--- config.mk ---
export PLATFORM = sky130hd
export DESIGN_NAME = http_content_length_scanner_flat
export DESIGN_NICKNAME = d
export VERILOG_FILES = /design/src/design/hcls_pkg.sv /design/src/design/hcls_if.sv /design/src/design/hcls_digit_acc.sv /design/src/design/http_content_length_scanner.sv /design/src/flat_wrapper.sv
export SDC_FILE = /design/constraint.sdc
export NUM_CORES = 1
export LEC_CHECK = 0
export ABC_AREA = 1
export ABC_CLOCK_PERIOD_IN_PS = 3600
export BUFFER_PORTS_ARGS = -buffer_cell sky130_fd_sc_hd__buf_2
export CAP_MARGIN = 40
export CORE_ASPECT_RATIO = 1.5
export CORE_MARGIN = 1
export CORE_UTILIZATION = 50
export CTS_BUF_LIST = sky130_fd_sc_hd__clkbuf_8
export CTS_CLUSTER_DIAMETER = 40
export DETAILED_ROUTE_END_ITERATION = 6
export HOLD_SLACK_MARGIN = 0.1
export MAX_ROUTING_LAYER = met4
export PLACE_DENSITY = 0.7
export SLEW_MARGIN = 5
export SYNTH_ARGS = -nofsm -noshare
export SYNTH_HDL_FRONTEND = slang
export SYNTH_SLANG_ARGS = --single-unit
--- constraint.sdc ---
create_clock -name clk -period 3.6 [get_ports clk]
set_input_delay 0.18 -clock clk [delete_from_list [all_inputs] [get_ports clk]]
set_output_delay 0.18 -clock clk [all_outputs]
set_load 0.01 [all_outputs]
--- src/design/hcls_pkg.sv ---
// constants, types and per-byte line logic for the http content-length scanner
// no dependencies

package hcls_pkg;

  // width of the content_length field on the result channel
  localparam int OUT_LEN_W = 64;

  // ascii codes
  localparam logic [7:0] CH_NUL   = 8'h00;
  localparam logic [7:0] CH_TAB   = 8'h09;
  localparam logic [7:0] CH_LF    = 8'h0A;
  localparam logic [7:0] CH_VT    = 8'h0B;
  localparam logic [7:0] CH_FF    = 8'h0C;
  localparam logic [7:0] CH_CR    = 8'h0D;
  localparam logic [7:0] CH_SPACE = 8'h20;
  localparam logic [7:0] CH_PLUS  = 8'h2B;
  localparam logic [7:0] CH_MINUS = 8'h2D;
  localparam logic [7:0] CH_ZERO  = 8'h30;
  localparam logic [7:0] CH_NINE  = 8'h39;
  localparam logic [7:0] CH_UP_A  = 8'h41;
  localparam logic [7:0] CH_UP_Z  = 8'h5A;
  localparam logic [7:0] CASE_GAP = 8'h20;

  // length of the header name, colon included
  localparam logic [3:0] KEY_LEN = 4'd15;

  // line phase codes
  localparam logic [2:0] PH_MATCH  = 3'd0;
  localparam logic [2:0] PH_SPACE  = 3'd1;
  localparam logic [2:0] PH_DIGITS = 3'd2;
  localparam logic [2:0] PH_NUMEND = 3'd3;
  localparam logic [2:0] PH_OTHER  = 3'd4;

  typedef struct packed {
    logic [3:0] match_idx;
    logic [2:0] phase;
    logic       cr_pend;
    logic       line_empty;
    logic       minus_seen;
    logic       ovf;
  } ctl_t;

  localparam ctl_t CTL_RESET = '{
    match_idx:  4'd0,
    phase:      PH_MATCH,
    cr_pend:    1'b0,
    line_empty: 1'b1,
    minus_seen: 1'b0,
    ovf:        1'b0
  };

  // lower-case form of "content-length:"
  function automatic logic [7:0] key_char(input logic [3:0] idx);
    logic [7:0] k;
    case (idx)
      4'd0:    k = 8'h63;  // c
      4'd1:    k = 8'h6F;  // o
      4'd2:    k = 8'h6E;  // n
      4'd3:    k = 8'h74;  // t
      4'd4:    k = 8'h65;  // e
      4'd5:    k = 8'h6E;  // n
      4'd6:    k = 8'h74;  // t
      4'd7:    k = 8'h2D;  // -
      4'd8:    k = 8'h6C;  // l
      4'd9:    k = 8'h65;  // e
      4'd10:   k = 8'h6E;  // n
      4'd11:   k = 8'h67;  // g
      4'd12:   k = 8'h74;  // t
      4'd13:   k = 8'h68;  // h
      4'd14:   k = 8'h3A;  // :
      default: k = CH_NUL;
    endcase
    return k;
  endfunction

  function automatic logic [7:0] to_lower(input logic [7:0] c);
    return (c >= CH_UP_A && c <= CH_UP_Z) ? c + CASE_GAP : c;
  endfunction

  function automatic logic is_digit(input logic [7:0] c);
    return (c >= CH_ZERO) && (c <= CH_NINE);
  endfunction

  function automatic logic is_space(input logic [7:0] c);
    return (c == CH_SPACE) || (c == CH_TAB) || (c == CH_LF) ||
           (c == CH_VT) || (c == CH_FF) || (c == CH_CR);
  endfunction

  // one byte of line content; exceed flags that a digit would overflow
  function automatic ctl_t line_byte(input ctl_t s, input logic [7:0] c,
                                     input logic exceed);
    ctl_t n;
    n = s;
    n.line_empty = 1'b0;
    case (s.phase)
      PH_MATCH: begin
        if (s.match_idx < KEY_LEN && to_lower(c) == key_char(s.match_idx)) begin
          n.match_idx = s.match_idx + 4'd1;
          if (n.match_idx == KEY_LEN) begin
            n.phase = PH_SPACE;
          end
        end else begin
          n.phase = PH_OTHER;
        end
      end
      PH_SPACE: begin
        if (is_space(c)) begin
          n.phase = PH_SPACE;
        end else if (c == CH_PLUS) begin
          n.phase = PH_DIGITS;
        end else if (c == CH_MINUS) begin
          n.minus_seen = 1'b1;
          n.phase = PH_DIGITS;
        end else if (is_digit(c)) begin
          if (!s.ovf && exceed) begin
            n.ovf = 1'b1;
          end
          n.phase = PH_DIGITS;
        end else begin
          n.phase = PH_NUMEND;
        end
      end
      PH_DIGITS: begin
        if (is_digit(c)) begin
          if (!s.ovf && exceed) begin
            n.ovf = 1'b1;
          end
        end else begin
          n.phase = PH_NUMEND;
        end
      end
      default: begin
        n.phase = s.phase;
      end
    endcase
    return n;
  endfunction

endpackage

--- src/design/hcls_if.sv ---
// valid/ready channel interfaces for the content-length scanner
// depends on hcls_pkg

interface hcls_in_if;
  logic       valid;
  logic       ready;
  logic [7:0] data_byte;
  logic       last;

  modport source (output valid, output data_byte, output last, input ready);
  modport sink   (input valid, input data_byte, input last, output ready);
endinterface

interface hcls_out_if;
  logic                             valid;
  logic                             ready;
  logic [hcls_pkg::OUT_LEN_W-1:0]   content_length;
  logic                             header_end;

  modport source (output valid, output content_length, output header_end, input ready);
  modport sink   (input valid, input content_length, input header_end, output ready);
endinterface

--- src/design/hcls_digit_acc.sv ---
// multiply-by-ten-and-add step of the decimal accumulator with overflow test
// depends on hcls_pkg

module hcls_digit_acc #(
  parameter int LENGTH_WIDTH = 64
) (
  input  logic [LENGTH_WIDTH-1:0] acc,
  input  logic [7:0]              digit_char,
  output logic [LENGTH_WIDTH-1:0] acc_sum,
  output logic                    exceed
);

  localparam int WIDE_W = LENGTH_WIDTH + 4;

  logic [3:0]        digit_off;
  logic [WIDE_W-1:0] wide;

  assign digit_off = 4'(digit_char - hcls_pkg::CH_ZERO);

  // 10*acc + d, never more than four bits above the accumulator
  assign wide = {1'b0, acc, 3'b000} + {3'b000, acc, 1'b0} +
                {{(WIDE_W-4){1'b0}}, digit_off};

  assign acc_sum = wide[LENGTH_WIDTH-1:0];
  assign exceed  = |wide[WIDE_W-1:LENGTH_WIDTH];

endmodule

--- src/design/http_content_length_scanner.sv ---
// top level of the http content-length scanner
// depends on hcls_pkg, hcls_in_if, hcls_out_if and hcls_digit_acc

// Takes header bytes one word per cycle and tracks CR LF terminated lines. A
// line starting with "Content-Length:" (any case) yields a decimal value:
// leading whitespace skipped, optional sign, digits saturating at
// 2^LENGTH_WIDTH-1, a minus sign negating modulo 2^LENGTH_WIDTH. The value is
// committed at the end of its line and the last such line wins. A blank line
// gives one result word with header_end set, after which bytes are dropped
// until a word with last set rearms the block. A zero byte or a last word
// without a blank line gives the committed value with header_end clear; an
// unfinished line is never committed. Throughput is one word per cycle: the
// byte is registered, the whole per-byte state update (name match, sign,
// multiply-by-ten add with its overflow check over LENGTH_WIDTH+4 bits) is
// combinational from that register, and the result lands in an output
// register. Back-pressure on the result channel stalls the input register.

module http_content_length_scanner #(
  parameter int LENGTH_WIDTH = 64
) (
  input  logic           clk,
  input  logic           rst_n,
  hcls_in_if.sink        in_ch,
  hcls_out_if.source     out_ch
);

  // input register
  logic       in_v_r;
  logic [7:0] byte_r;
  logic       last_r;

  // line and message state
  hcls_pkg::ctl_t          ctl_r, ctl_nxt;
  logic [LENGTH_WIDTH-1:0] acc_r, acc_nxt;
  logic [LENGTH_WIDTH-1:0] com_r, com_nxt;
  logic                    done_r, done_nxt;

  // result register
  logic                    out_v_r;
  logic [LENGTH_WIDTH-1:0] out_len_r;
  logic                    out_hdr_r;

  logic                    adv;
  logic                    fire;
  logic                    in_take;
  logic                    emit;
  logic                    hdr;
  logic [LENGTH_WIDTH-1:0] emit_len;
  logic [LENGTH_WIDTH-1:0] acc_sum;
  logic                    exceed;

  hcls_digit_acc #(
    .LENGTH_WIDTH (LENGTH_WIDTH)
  ) u_digit (
    .acc        (acc_r),
    .digit_char (byte_r),
    .acc_sum    (acc_sum),
    .exceed     (exceed)
  );

  // the processing stage moves whenever the result register can take a word
  assign adv         = !out_v_r || out_ch.ready;
  assign fire        = in_v_r && adv;
  assign in_ch.ready = !in_v_r || adv;
  assign in_take     = in_ch.valid && in_ch.ready;

  always_comb begin
    hcls_pkg::ctl_t s;
    hcls_pkg::ctl_t pre;
    logic           rearm;
    logic           crlf;
    logic           take;

    s        = ctl_r;
    pre      = ctl_r;
    acc_nxt  = acc_r;
    com_nxt  = com_r;
    done_nxt = done_r;
    emit     = 1'b0;
    hdr      = 1'b0;
    rearm    = 1'b0;
    crlf     = 1'b0;
    take     = 1'b0;

    if (fire) begin
      if (done_r) begin
        // message finished, wait for its last word
        rearm = last_r;
      end else if (byte_r == hcls_pkg::CH_NUL) begin
        // end of string
        emit = 1'b1;
        if (last_r) begin
          rearm = 1'b1;
        end else begin
          done_nxt = 1'b1;
        end
      end else begin
        if (ctl_r.cr_pend) begin
          s.cr_pend = 1'b0;
          if (byte_r == hcls_pkg::CH_LF) begin
            crlf = 1'b1;
            if (ctl_r.line_empty) begin
              // blank line closes the header block
              emit = 1'b1;
              hdr  = 1'b1;
              if (last_r) begin
                rearm = 1'b1;
              end else begin
                done_nxt = 1'b1;
              end
            end else begin
              // line complete: commit the value if this was a length line
              if (ctl_r.phase == hcls_pkg::PH_SPACE ||
                  ctl_r.phase == hcls_pkg::PH_DIGITS ||
                  ctl_r.phase == hcls_pkg::PH_NUMEND) begin
                if (ctl_r.ovf) begin
                  com_nxt = '1;
                end else if (ctl_r.minus_seen) begin
                  com_nxt = '0 - acc_r;
                end else begin
                  com_nxt = acc_r;
                end
              end
              s            = hcls_pkg::CTL_RESET;
              acc_nxt      = '0;
              if (last_r) begin
                emit  = 1'b1;
                rearm = 1'b1;
              end
            end
          end else begin
            // lone cr is ordinary line content
            s = hcls_pkg::line_byte(s, hcls_pkg::CH_CR, 1'b0);
          end
        end

        if (!crlf) begin
          if (byte_r == hcls_pkg::CH_CR) begin
            s.cr_pend = 1'b1;
          end else begin
            pre  = s;
            take = hcls_pkg::is_digit(byte_r) && !pre.ovf &&
                   (pre.phase == hcls_pkg::PH_SPACE || pre.phase == hcls_pkg::PH_DIGITS);
            s    = hcls_pkg::line_byte(s, byte_r, exceed);
            if (take && !exceed) begin
              acc_nxt = acc_sum;
            end
          end
          if (last_r) begin
            emit  = 1'b1;
            rearm = 1'b1;
          end
        end
      end
    end

    // value reported is the one committed by this very word, if any
    emit_len = com_nxt;

    if (rearm) begin
      s        = hcls_pkg::CTL_RESET;
      acc_nxt  = '0;
      com_nxt  = '0;
      done_nxt = 1'b0;
    end

    ctl_nxt = s;
  end

  always_ff @(posedge clk) begin
    if (!rst_n) begin
      in_v_r  <= 1'b0;
      ctl_r   <= hcls_pkg::CTL_RESET;
      acc_r   <= '0;
      com_r   <= '0;
      done_r  <= 1'b0;
      out_v_r <= 1'b0;
    end else begin
      if (in_take) begin
        in_v_r <= 1'b1;
      end else if (fire) begin
        in_v_r <= 1'b0;
      end
      ctl_r  <= ctl_nxt;
      acc_r  <= acc_nxt;
      com_r  <= com_nxt;
      done_r <= done_nxt;
      if (adv) begin
        out_v_r <= fire && emit;
      end
    end
  end

  // payload registers, no reset
  always_ff @(posedge clk) begin
    if (in_take) begin
      byte_r <= in_ch.data_byte;
      last_r <= in_ch.last;
    end
    if (fire && emit) begin
      out_len_r <= emit_len;
      out_hdr_r <= hdr;
    end
  end

  assign out_ch.valid          = out_v_r;
  assign out_ch.content_length = {{(hcls_pkg::OUT_LEN_W-LENGTH_WIDTH){1'b0}}, out_len_r};
  assign out_ch.header_end     = out_hdr_r;

endmodule

--- src/flat_wrapper.sv ---
// flat-port wrapper written by rule: the top's interface ports become plain ports
module http_content_length_scanner_flat 
#(
  parameter int LENGTH_WIDTH = 64
)
  (clk, rst_n, in_ch_valid, in_ch_data_byte, in_ch_last, in_ch_ready, out_ch_valid, out_ch_content_length, out_ch_header_end, out_ch_ready);
  hcls_in_if in_ch_i ();
  hcls_out_if out_ch_i ();
  input  logic clk;
  input  logic rst_n;
  input wire logic [$bits(in_ch_i.valid)-1:0] in_ch_valid;
  input wire logic [$bits(in_ch_i.data_byte)-1:0] in_ch_data_byte;
  input wire logic [$bits(in_ch_i.last)-1:0] in_ch_last;
  output wire logic [$bits(in_ch_i.ready)-1:0] in_ch_ready;
  output wire logic [$bits(out_ch_i.valid)-1:0] out_ch_valid;
  output wire logic [$bits(out_ch_i.content_length)-1:0] out_ch_content_length;
  output wire logic [$bits(out_ch_i.header_end)-1:0] out_ch_header_end;
  input wire logic [$bits(out_ch_i.ready)-1:0] out_ch_ready;
  assign in_ch_i.valid = in_ch_valid;
  assign in_ch_i.data_byte = in_ch_data_byte;
  assign in_ch_i.last = in_ch_last;
  assign in_ch_ready = in_ch_i.ready;
  assign out_ch_valid = out_ch_i.valid;
  assign out_ch_content_length = out_ch_i.content_length;
  assign out_ch_header_end = out_ch_i.header_end;
  assign out_ch_i.ready = out_ch_ready;
  http_content_length_scanner #(.LENGTH_WIDTH(LENGTH_WIDTH)) u_core (.clk(clk), .rst_n(rst_n), .in_ch(in_ch_i), .out_ch(out_ch_i));
endmodule
# Yosys cells after proc, flatten, opt, wreduce, memory -nomap -nowiden

Memory sizes are Yosys's and may differ from the RTL's. A register that Yosys moved wholly into a read port is not among the register bits.
Cells that the tools add are included.

Memories kept: 2
Logic and storage cells: 179
Output and inout port bits: 67
Bits of input ports: 13
Flip-flop bits (word level): 216
ROM bits: 224

Memories:

| memory          | words | width | rd ports | clocked after memory_dff | wr ports | RTL line       | RTL |
|---|---|---|---|---|---|---|---|
| (no name shown) | 16    | 7     | 1        | 1                        | 0        | hcls_pkg.sv:56 | `case (idx)` |
| (no name shown) | 16    | 7     | 1        | 0                        | 0        | hcls_pkg.sv:56 |  |

Eq/ne operators: 17
Bitwise gates (word level): 6
Reductions and logical operators: 33
Muxes and demuxes: 93
Add/subtract/negate cells: 7
Magnitude comparators: 6

Operators by type and width:

| kind                  | number |
|---|---|
| $mux 64               | 15 |
| $mux 8                | 13 |
| $mux 11               | 7 |
| $add 67x65->68        | 1 |
| $add 68x4->68         | 1 |
| $sub 1x64->64 const A | 1 |
| $eq 8x4->1 const B    | 5 |
| $mux 1                | 37 |
| $mux 3                | 9 |
| $eq 8x6->1 const B    | 3 |
| $mux 4                | 6 |
| $pmux 3 s3            | 2 |
| $logic_and 1x1->1     | 11 |
| $logic_or 1x1->1      | 10 |
| $eq 3x2->1 const B    | 3 |
| $add 4x1->4 const B   | 2 |
| $add 8x6->8 const B   | 1 |
| $eq 4x4->1 const B    | 2 |
| $eq 4x8->1 const A    | 1 |
| $eq 8x8->1            | 1 |
| $ge 8x6->1 const B    | 1 |
| $ge 8x7->1 const B    | 1 |
| $le 8x6->1 const B    | 1 |
| $le 8x7->1 const B    | 1 |
| other kinds (15)      | 27 |

# Longest topological paths before layout

Gate-level depths: netlist of run 1.

Depth in word-level cells: 31
Depth in mapped cells: 30

# Modules after synthesis

Synthesis of run 1 repeated with hierarchy kept, for this count alone.

Cells, all modules: 2,701
Area, all modules: 18,250.0 sq um

Modules (own cells, without submodules):

| module                      | seq. area each (sq um) | area an instance (sq um) | times used | cells each |
|---|---|---|---|---|
| http_content_length_scanner | 5,205.0                | 11,842.6                 | 1          | 1,576 |
| hcls_digit_acc              | 0.0                    | 6,407.4                  | 1          | 1,125 |

# Worst setup path before layout of run 1

Ideal clock, no wire load.

Kind: register to register
Start: register u_core.acc_r[0]
End: register u_core.acc_r[59]
Stages on the path, launching flop included: 21
Data arrival time: 3.485 ns
Slack: 0.044 ns
Clock period less this slack: 3.556 ns
Required time: 3.530 ns
Setup time: 0.070 ns
Cell sequence: dfxtp_1 inv_1 fa_1 fa_1 nand3b_1 nand2_1 a21boi_2 o21ai_2 nand3_1 nand3_1 nand2_1 nand3_1 xor2_1 nor2_1 nand3_1 buf_2 buf_2 nand2_1 o21ai_0 nand2_1 a21oi_1

Cells in the longest elaborated chain, start to end: 8

Ends and longest elaborated chain:

| item                   | RTL line                           | RTL |
|---|---|---|
| from (decl)            | http_content_length_scanner.sv:34  | `logic [LENGTH_WIDTH-1:0] acc_r, acc_nxt;` |
| from (signal assigned) | http_content_length_scanner.sv:185 | `acc_r <= acc_nxt;` |
| $add 67x65->68 (*)     | hcls_digit_acc.sv:21               | `assign wide = {1'b0, acc, 3'b000} + {3'b000, acc, 1'b0} +` |
| $add 68x4->68 (*)      | hcls_digit_acc.sv:21               |  |
| $reduce_or 4->1        | hcls_digit_acc.sv:25               | `assign exceed = \|wide[WIDE_W-1:LENGTH_WIDTH];` |
| $logic_not 1->1        | http_content_length_scanner.sv:145 | `if (take && !exceed) begin` |
| $logic_and 1x1->1      | http_content_length_scanner.sv:145 |  |
| $mux 64 (*)            | http_content_length_scanner.sv:145 |  |
| $mux 64 (*)            | http_content_length_scanner.sv:138 | `if (byte_r == hcls_pkg::CH_CR) begin` |
| $mux 64 (*)            | http_content_length_scanner.sv:137 | `if (!crlf) begin` |

Mark *: on every way between the ends. The rest lies on a longest branch, timed or not.
A chain may end at the register's enable or synchronous reset.

==> metrics.txt, run 1 <==
status=finished with violations; violated checks=DRC, setup timing; wire per inst=17.4 um; Die W=152 um; first-pass GRT wire length=87200 um; hpwl dp=40700 um; DRC viols=11; global route overflow=0; Max-Cap Viols=0; final hold violation count=0; worst-case reg-to-reg path depth=31; Power, Total=5.23 mW; CP Launch Type=register; synthesized area=0.0170 mm2; commonest cells after routing, fill and taps aside=nand2_1, inv_1, nor2_1; Mean Syn Cell Area=6.81 um2; vias in the first global route=17333; GP Congestion=0.975; Post-DRT Antenna Nets=0; Slew HR=43.0%; leakage power=10.4 nW; r2r setup slk=-160 ps; Crit Path Category=reg -> reg; GRT Resource Usage Total=32.7%; H-tree levels=2; via count=18000; EDFF count, synth=74; Worst Path Max Fanout=7; Initial Utilization=50.7%; Top delay family on crit path=simple AND/OR/NAND/NOR gates; wirelength, routed=56800 um; leading cell type in the layout, fill and taps excluded=nand2_1; CTS clk-pin slew, worst paths=60 ps; worst-margin pin slew=856 ps; Mapped Cells=2489; CP Data Required Time=4060 ps; Worst Skew=28.8 ps; layout cells sized above 1=23.0%; worst path bufs/invs=6; Fillers=3032; final setup vio count=67; I/O Pins=80; yosys warns=0; FFs w/ async S/R, synth=0%; Final Cycle Share=105%; CP most frequent cell=nand2_2; Worst setup startpoint=u_core.byte_r[2]$_DFFE_PP_; setup TNS=-4880 ps; setup ws final=-164 ps; IO buf count=79; synth-to-layout area growth=27.2%; CP max stage cell=edfxtp_1; min Tclk post-route=3760 ps; DIE HEIGHT=228 um; Die Area=0.0347 mm2; Via density=5.51; RSZ-0062 raised after global routing=true; pwr dens=242 mW/mm2; Net Count, Synth=2647; HP Class=in -> reg; CP Capture Type=register; Rows=82; CTS sink cnt=223; Final #Nets=2974; Inserted Diodes=0; Main synth FF type=dfxtp_1; max frequency=0.266 GHz; Worst-Skew Late Latency=580 ps; drt initial violations=1043; reg2reg start=u_core.byte_r[2]$_DFFE_PP_; post-synthesis sequential area ratio=30.7%; largest net degree at the start of global routing=117; post-synthesis register bit count=223; Synth cell types=66; Placed Area=0.0194 mm2; total CTS buffers=38; Slew Limit Fails=0; root buffer cell=clkbuf_8; worst vdd ir=0.291 mV; Core Region=0.0334 mm2; crit-path max cell delay=410 ps; TritonCTS clock tree=yes; CTS Buffer Depth=3; multi-input logic area=0.0110 mm2; initial antenna violation count=1; Crit path depth=31; Crit path arrival time=4220 ps; final instance area=0.0216 mm2; Sequential Area=0.00521 mm2; Initial DRT Pass Iterations=7
==> state kept, by name, summed over array words and instances, names as in the netlist, named ones only <==
register,cells
u_core.in_v_r,1
u_core.last_r,1
u_core.com_r,64
u_core.done_r,1
u_core.out_ch.valid,1
u_core.byte_r,8
u_core.out_ch.content_length,64
u_core.ctl_r,11
u_core.out_ch.header_end,1
u_core.acc_r,64
==> Yosys cell counts (3+ instances only) <==
library cell | number | share of area [%]
a21boi_0 | 6 | 0.27
a21o_1 | 7 | 0.31
a21oi_1 | 208 | 6.1
a31oi_1 | 27 | 1.0
and2_1 | 20 | 0.74
buf_1 | 15 | 0.33
buf_2 | 11 | 0.32
clkbuf_1 | 50 | 1.1
dfxtp_1 | 149 | 18
edfxtp_1 | 74 | 13
ha_1 | 143 | 11
inv_1 | 318 | 7.0
nand2_1 | 586 | 13
nand2_2 | 16 | 0.59
nand2_4 | 3 | 0.20
nand3_1 | 118 | 3.5
nand3_2 | 4 | 0.24
nand3_4 | 3 | 0.31
nand3b_1 | 4 | 0.18
nand4_1 | 26 | 0.96
nor2_1 | 269 | 6.0
nor2_2 | 7 | 0.26
nor2_4 | 5 | 0.33
nor3_1 | 35 | 1.0
nor3_2 | 5 | 0.30
nor4_1 | 21 | 0.77
o211ai_1 | 11 | 0.49
o21a_1 | 13 | 0.58
o21ai_0 | 165 | 4.9
o21ai_1 | 24 | 0.71
o22a_1 | 3 | 0.15
o22ai_1 | 4 | 0.15
o31ai_1 | 5 | 0.22
or2_2 | 23 | 0.85
xnor2_1 | 34 | 1.8
xor2_1 | 41 | 2.1
==> per-stage QoR <==
stage               instances  setup WS [ps]  utilization, %  hold slack (ps)
floorplan                2489           44.4               -              279
global placement         3136           -258            58.0              358
detailed placement       3136           -357            58.0              358
CTS                      3236           -121            62.0              217
global route             3266           -369            64.5              236
finish                   3266           -164            64.5              220
==> worst reg2reg max path: cells and delay by family (launching register included) <==
family	cells	cell delay (ps)
AND/OR/NAND/NOR	23	2130
buffers and inverters	6	680
adder cells (fa/ha/maj)	2	430
flip-flops	1	410
==> final cells by class <==
cell class	count	share of cell area [%]
multi-input cells	1865	51.1
flip-flops and latches	223	24.2
repair buffers	365	13.4
inverters	323	5.68
clock buffers	40	2.55
well taps	420	2.44
clock inverters	30	0.736
==> where the power goes <==
part / switching, mW / internal, mW / leakage, nW
sequential: 0.0162 / 2.63 / 1.86
clock: 1.12 / 1.06 / 0.394
combinational: 0.264 / 0.140 / 8.18
==> repair_timing <==
action / in CTS / in global routing
gates cloned: 7 / 2
setup buffers: 11 / 32
hold buffers: 12 / 0
resized for setup: 58 / 206
pin swaps: 18 / 74
endpoints found under the hold margin: 11 / 0
endpoints found under the setup margin: 72 / 81
==> how the worst min path moves through the flow <==
stage | from | to | slack [ps] | depth (start not counted)
2_1_floorplan | in_ch_data_byte[0] | u_core.byte_r[0]$_DFFE_PP_ | 280 | 0
3_3_place_gp | in_ch_data_byte[7] | u_core.byte_r[7]$_DFFE_PP_ | 360 | 1
3_5_place_dp | in_ch_data_byte[0] | u_core.byte_r[0]$_DFFE_PP_ | 360 | 1
4_1_cts | in_ch_valid | u_core.byte_r[6]$_DFFE_PP_ | 220 | 3
5_1_grt | in_ch_valid | u_core.byte_r[6]$_DFFE_PP_ | 240 | 3
6_report | in_ch_valid | u_core.byte_r[6]$_DFFE_PP_ | 220 | 3
==> cells by family after synthesis <==
group           synth area share, %
flops                          30.7
xor+xnor                       3.87
buf+inv                        9.09
simple gates                   29.7
fa+ha+maj                      10.8
compound gates                 15.8
==> per-layer routing <==
metal | GRT usage, % | part of all wire, %
met5 | - | 0
met4 | 19.1 | 6.4
met3 | 3.98 | 4.9
met2 | 58.8 | 50
met1 | 34.7 | 39
Note: power is estimated with default switching activity, not from simulation.
==> run 2: changes to the inputs <==
--- a/config.mk
+++ b/config.mk
@@ -6,18 +6,18 @@
 export NUM_CORES = 1
 export LEC_CHECK = 0
 export ABC_AREA = 1
-export ABC_CLOCK_PERIOD_IN_PS = 3600
+export ABC_CLOCK_PERIOD_IN_PS = 3200
 export BUFFER_PORTS_ARGS = -buffer_cell sky130_fd_sc_hd__buf_2
 export CAP_MARGIN = 40
 export CORE_ASPECT_RATIO = 1.5
 export CORE_MARGIN = 1
-export CORE_UTILIZATION = 50
+export CORE_UTILIZATION = 58
 export CTS_BUF_LIST = sky130_fd_sc_hd__clkbuf_8
 export CTS_CLUSTER_DIAMETER = 40
 export DETAILED_ROUTE_END_ITERATION = 6
 export HOLD_SLACK_MARGIN = 0.1
 export MAX_ROUTING_LAYER = met4
-export PLACE_DENSITY = 0.7
+export PLACE_DENSITY = 0.79
 export SLEW_MARGIN = 5
 export SYNTH_ARGS = -nofsm -noshare
 export SYNTH_HDL_FRONTEND = slang
==> constraint.sdc (replaced) <==
create_clock -name clk -period 3.2 [get_ports clk]
set_input_delay 0.16 -clock clk [delete_from_list [all_inputs] [get_ports clk]]
set_output_delay 0.16 -clock clk [all_outputs]
set_load 0.01 [all_outputs]
==> run 2 against run 1 <==
Compared with the run above: the run ends with setup timing left; final area is 5.0% higher; sequential power is 13% higher; global-route usage is 6.5 points higher; die area is 14% lower; utilization is 14 points higher; worst hold slack worse by 25 ps; clock skew is 6.9 ps lower; clock-buffer cell count is 3 higher; clock power is 25% higher; flip-flop and latch count stayed put; critical path type unchanged; largest power group unchanged; highest routed layer unchanged.
==> metrics.txt, run 2 (same netlist as run 1, synthesis figures left out) <==
worst-case reg-to-reg path depth=22; Worst Path Max Fanout=17; Via density=5.64; DRC viols=0; Slew HR=40.8%; global route overflow=0; Placed Area=0.0207 mm2; HP Class=in -> reg; status=finished with violations; wire per inst=17.8 um; Inserted Diodes=0; multi-input logic area=0.0110 mm2; root buffer cell=clkbuf_8; Initial Utilization=59.1%; Slew Limit Fails=0; largest net degree at the start of global routing=117; vias in the first global route=18271; setup ws final=-599 ps; Max-Cap Viols=0; wirelength, routed=60100 um; reg2reg start=u_core.byte_r[3]$_DFFE_PP_; CP Launch Type=register; worst-margin pin slew=887 ps; via count=19044; DIE HEIGHT=211 um; Crit Path Category=reg -> reg; worst vdd ir=0.310 mV; Worst-Skew Late Latency=590 ps; CP Capture Type=register; leakage power=11.2 nW; first-pass GRT wire length=89600 um; final hold violation count=0; commonest cells after routing, fill and taps aside=nand2_1, buf_4, inv_1; layout cells sized above 1=26.7%; Fillers=2127; Core Region=0.0287 mm2; TritonCTS clock tree=yes; leading cell type in the layout, fill and taps excluded=nand2_1; total CTS buffers=38; Die W=142 um; CTS clk-pin slew, worst paths=60 ps; Post-DRT Antenna Nets=0; I/O Pins=80; IO buf count=79; RSZ-0062 raised after global routing=true; Worst Setup EP=u_core.acc_r[19]$_SDFFE_PP0P_; Final #Nets=3118; Worst setup startpoint=u_core.byte_r[3]$_DFFE_PP_; hpwl dp=43100 um; H-tree levels=2; GRT Resource Usage Total=39.2%; Worst Skew=21.9 ps; CTS Buffer Depth=3; final instance area=0.0227 mm2; r2r setup slk=-600 ps; final setup vio count=93; initial antenna violation count=0; CTS sink cnt=223; GP Congestion=0.993; Rows=76; Initial DRT Pass Iterations=6; Worst R2R End=u_core.acc_r[19]$_SDFFE_PP0P_; Die Area=0.0299 mm2; Sequential Area=0.00521 mm2; violated checks=setup timing; drt initial violations=1539; pwr dens=274 mW/mm2; Final Cycle Share=119%; CP Data Required Time=3700 ps; synth-to-layout area growth=33.6%; setup TNS=-35790 ps; max frequency=0.263 GHz; Crit path arrival time=4300 ps; min Tclk post-route=3800 ps
[run 2: changes by cell type in the layout (fill, tap and decap cells not counted), sizes merged]
| cell | previous run | this run |
|---|---|---|
| buf | 352 | 496 |
| bufinv | 0 | 2 |
| clkbuf | 41 | 45 |
| clkinv | 22 | 16 |
| clkinvlp | 2 | 3 |
| inv | 329 | 328 |
| nor2 | 282 | 281 |
[run 2: stage by stage]
step                util [%]  hold slack (ps)  setup WS, ps  power, mW  instances
floorplan                  -              259          -161       3.26       2489
global placement        72.0              338          -417       3.47       3260
detailed placement      72.0              338          -498       3.47       3260
CTS                     76.5              153          -383       6.15       3360
global route            78.9              189          -693       6.37       3379
finish                  78.9              195          -599       6.21       3379
[run 2: final cells by class]
| class | instances | area share [%] |
|---|---|---|
| clock buffers | 43 | 2.61 |
| flip-flops and latches | 223 | 23.0 |
| multi-input cells | 1864 | 48.7 |
| inverters | 323 | 5.50 |
| repair buffers | 510 | 17.2 |
| clock inverters | 26 | 0.845 |
| well taps | 390 | 2.15 |
[run 2: worst min path at each step]
stage | start | end | cells past startpoint
after floorplan | in_ch_data_byte[0] | u_core.byte_r[0]$_DFFE_PP_ | 0
after global placement | in_ch_data_byte[6] | u_core.byte_r[6]$_DFFE_PP_ | 1
after detailed placement | in_ch_data_byte[6] | u_core.byte_r[6]$_DFFE_PP_ | 1
after CTS | in_ch_valid | u_core.byte_r[3]$_DFFE_PP_ | 3
after global routing | in_ch_valid | u_core.byte_r[3]$_DFFE_PP_ | 3
final | in_ch_valid | u_core.byte_r[7]$_DFFE_PP_ | 3
[run 2: repair_timing]
action | in CTS | in global routing
hold buffers | 12 | 0
setup buffers | 17 | 21
resized for setup | 54 | 172
endpoints found under the setup margin | 87 | 117
pin swaps | 21 | 67
hold endpoints to repair | 11 | 0
gates cloned | 2 | 2
[run 2: where the power goes]
group / total (mW) / internal [mW] / switching, mW
clock network: 2.72 / 1.42 / 1.30
registers: 2.97 / 2.95 / 0.0187
logic: 0.517 / 0.195 / 0.322
total: 6.21 / 4.57 / 1.64
[run 2: per-layer routing]
layer / GRT usage (%) / share of wire [%]
met1: 40.4 / 36
met4: 24.7 / 7.4
met5: - / 0
met3: 5.02 / 6.6
met2: 70.1 / 50
[run 2: worst max-delay path: stages (launching register included)]
cell	delay, ps
edfxtp_1	440
inv_2	130
fa_1	470
fa_2	370
nand3b_1	170
nand2_2	130
buf_6	120
a21boi_4	60
o21ai_4	180
nand3_2	120
nand3_4	130
nand2_4	60
nand3_4	90
xor2_4	210
buf_4	170
nor2_4	40
nand3_4	120
buf_12	130
clkbuf_16	170
nand2_1	80
o21ai_2	50
nand2_1	70
a21oi_1	180
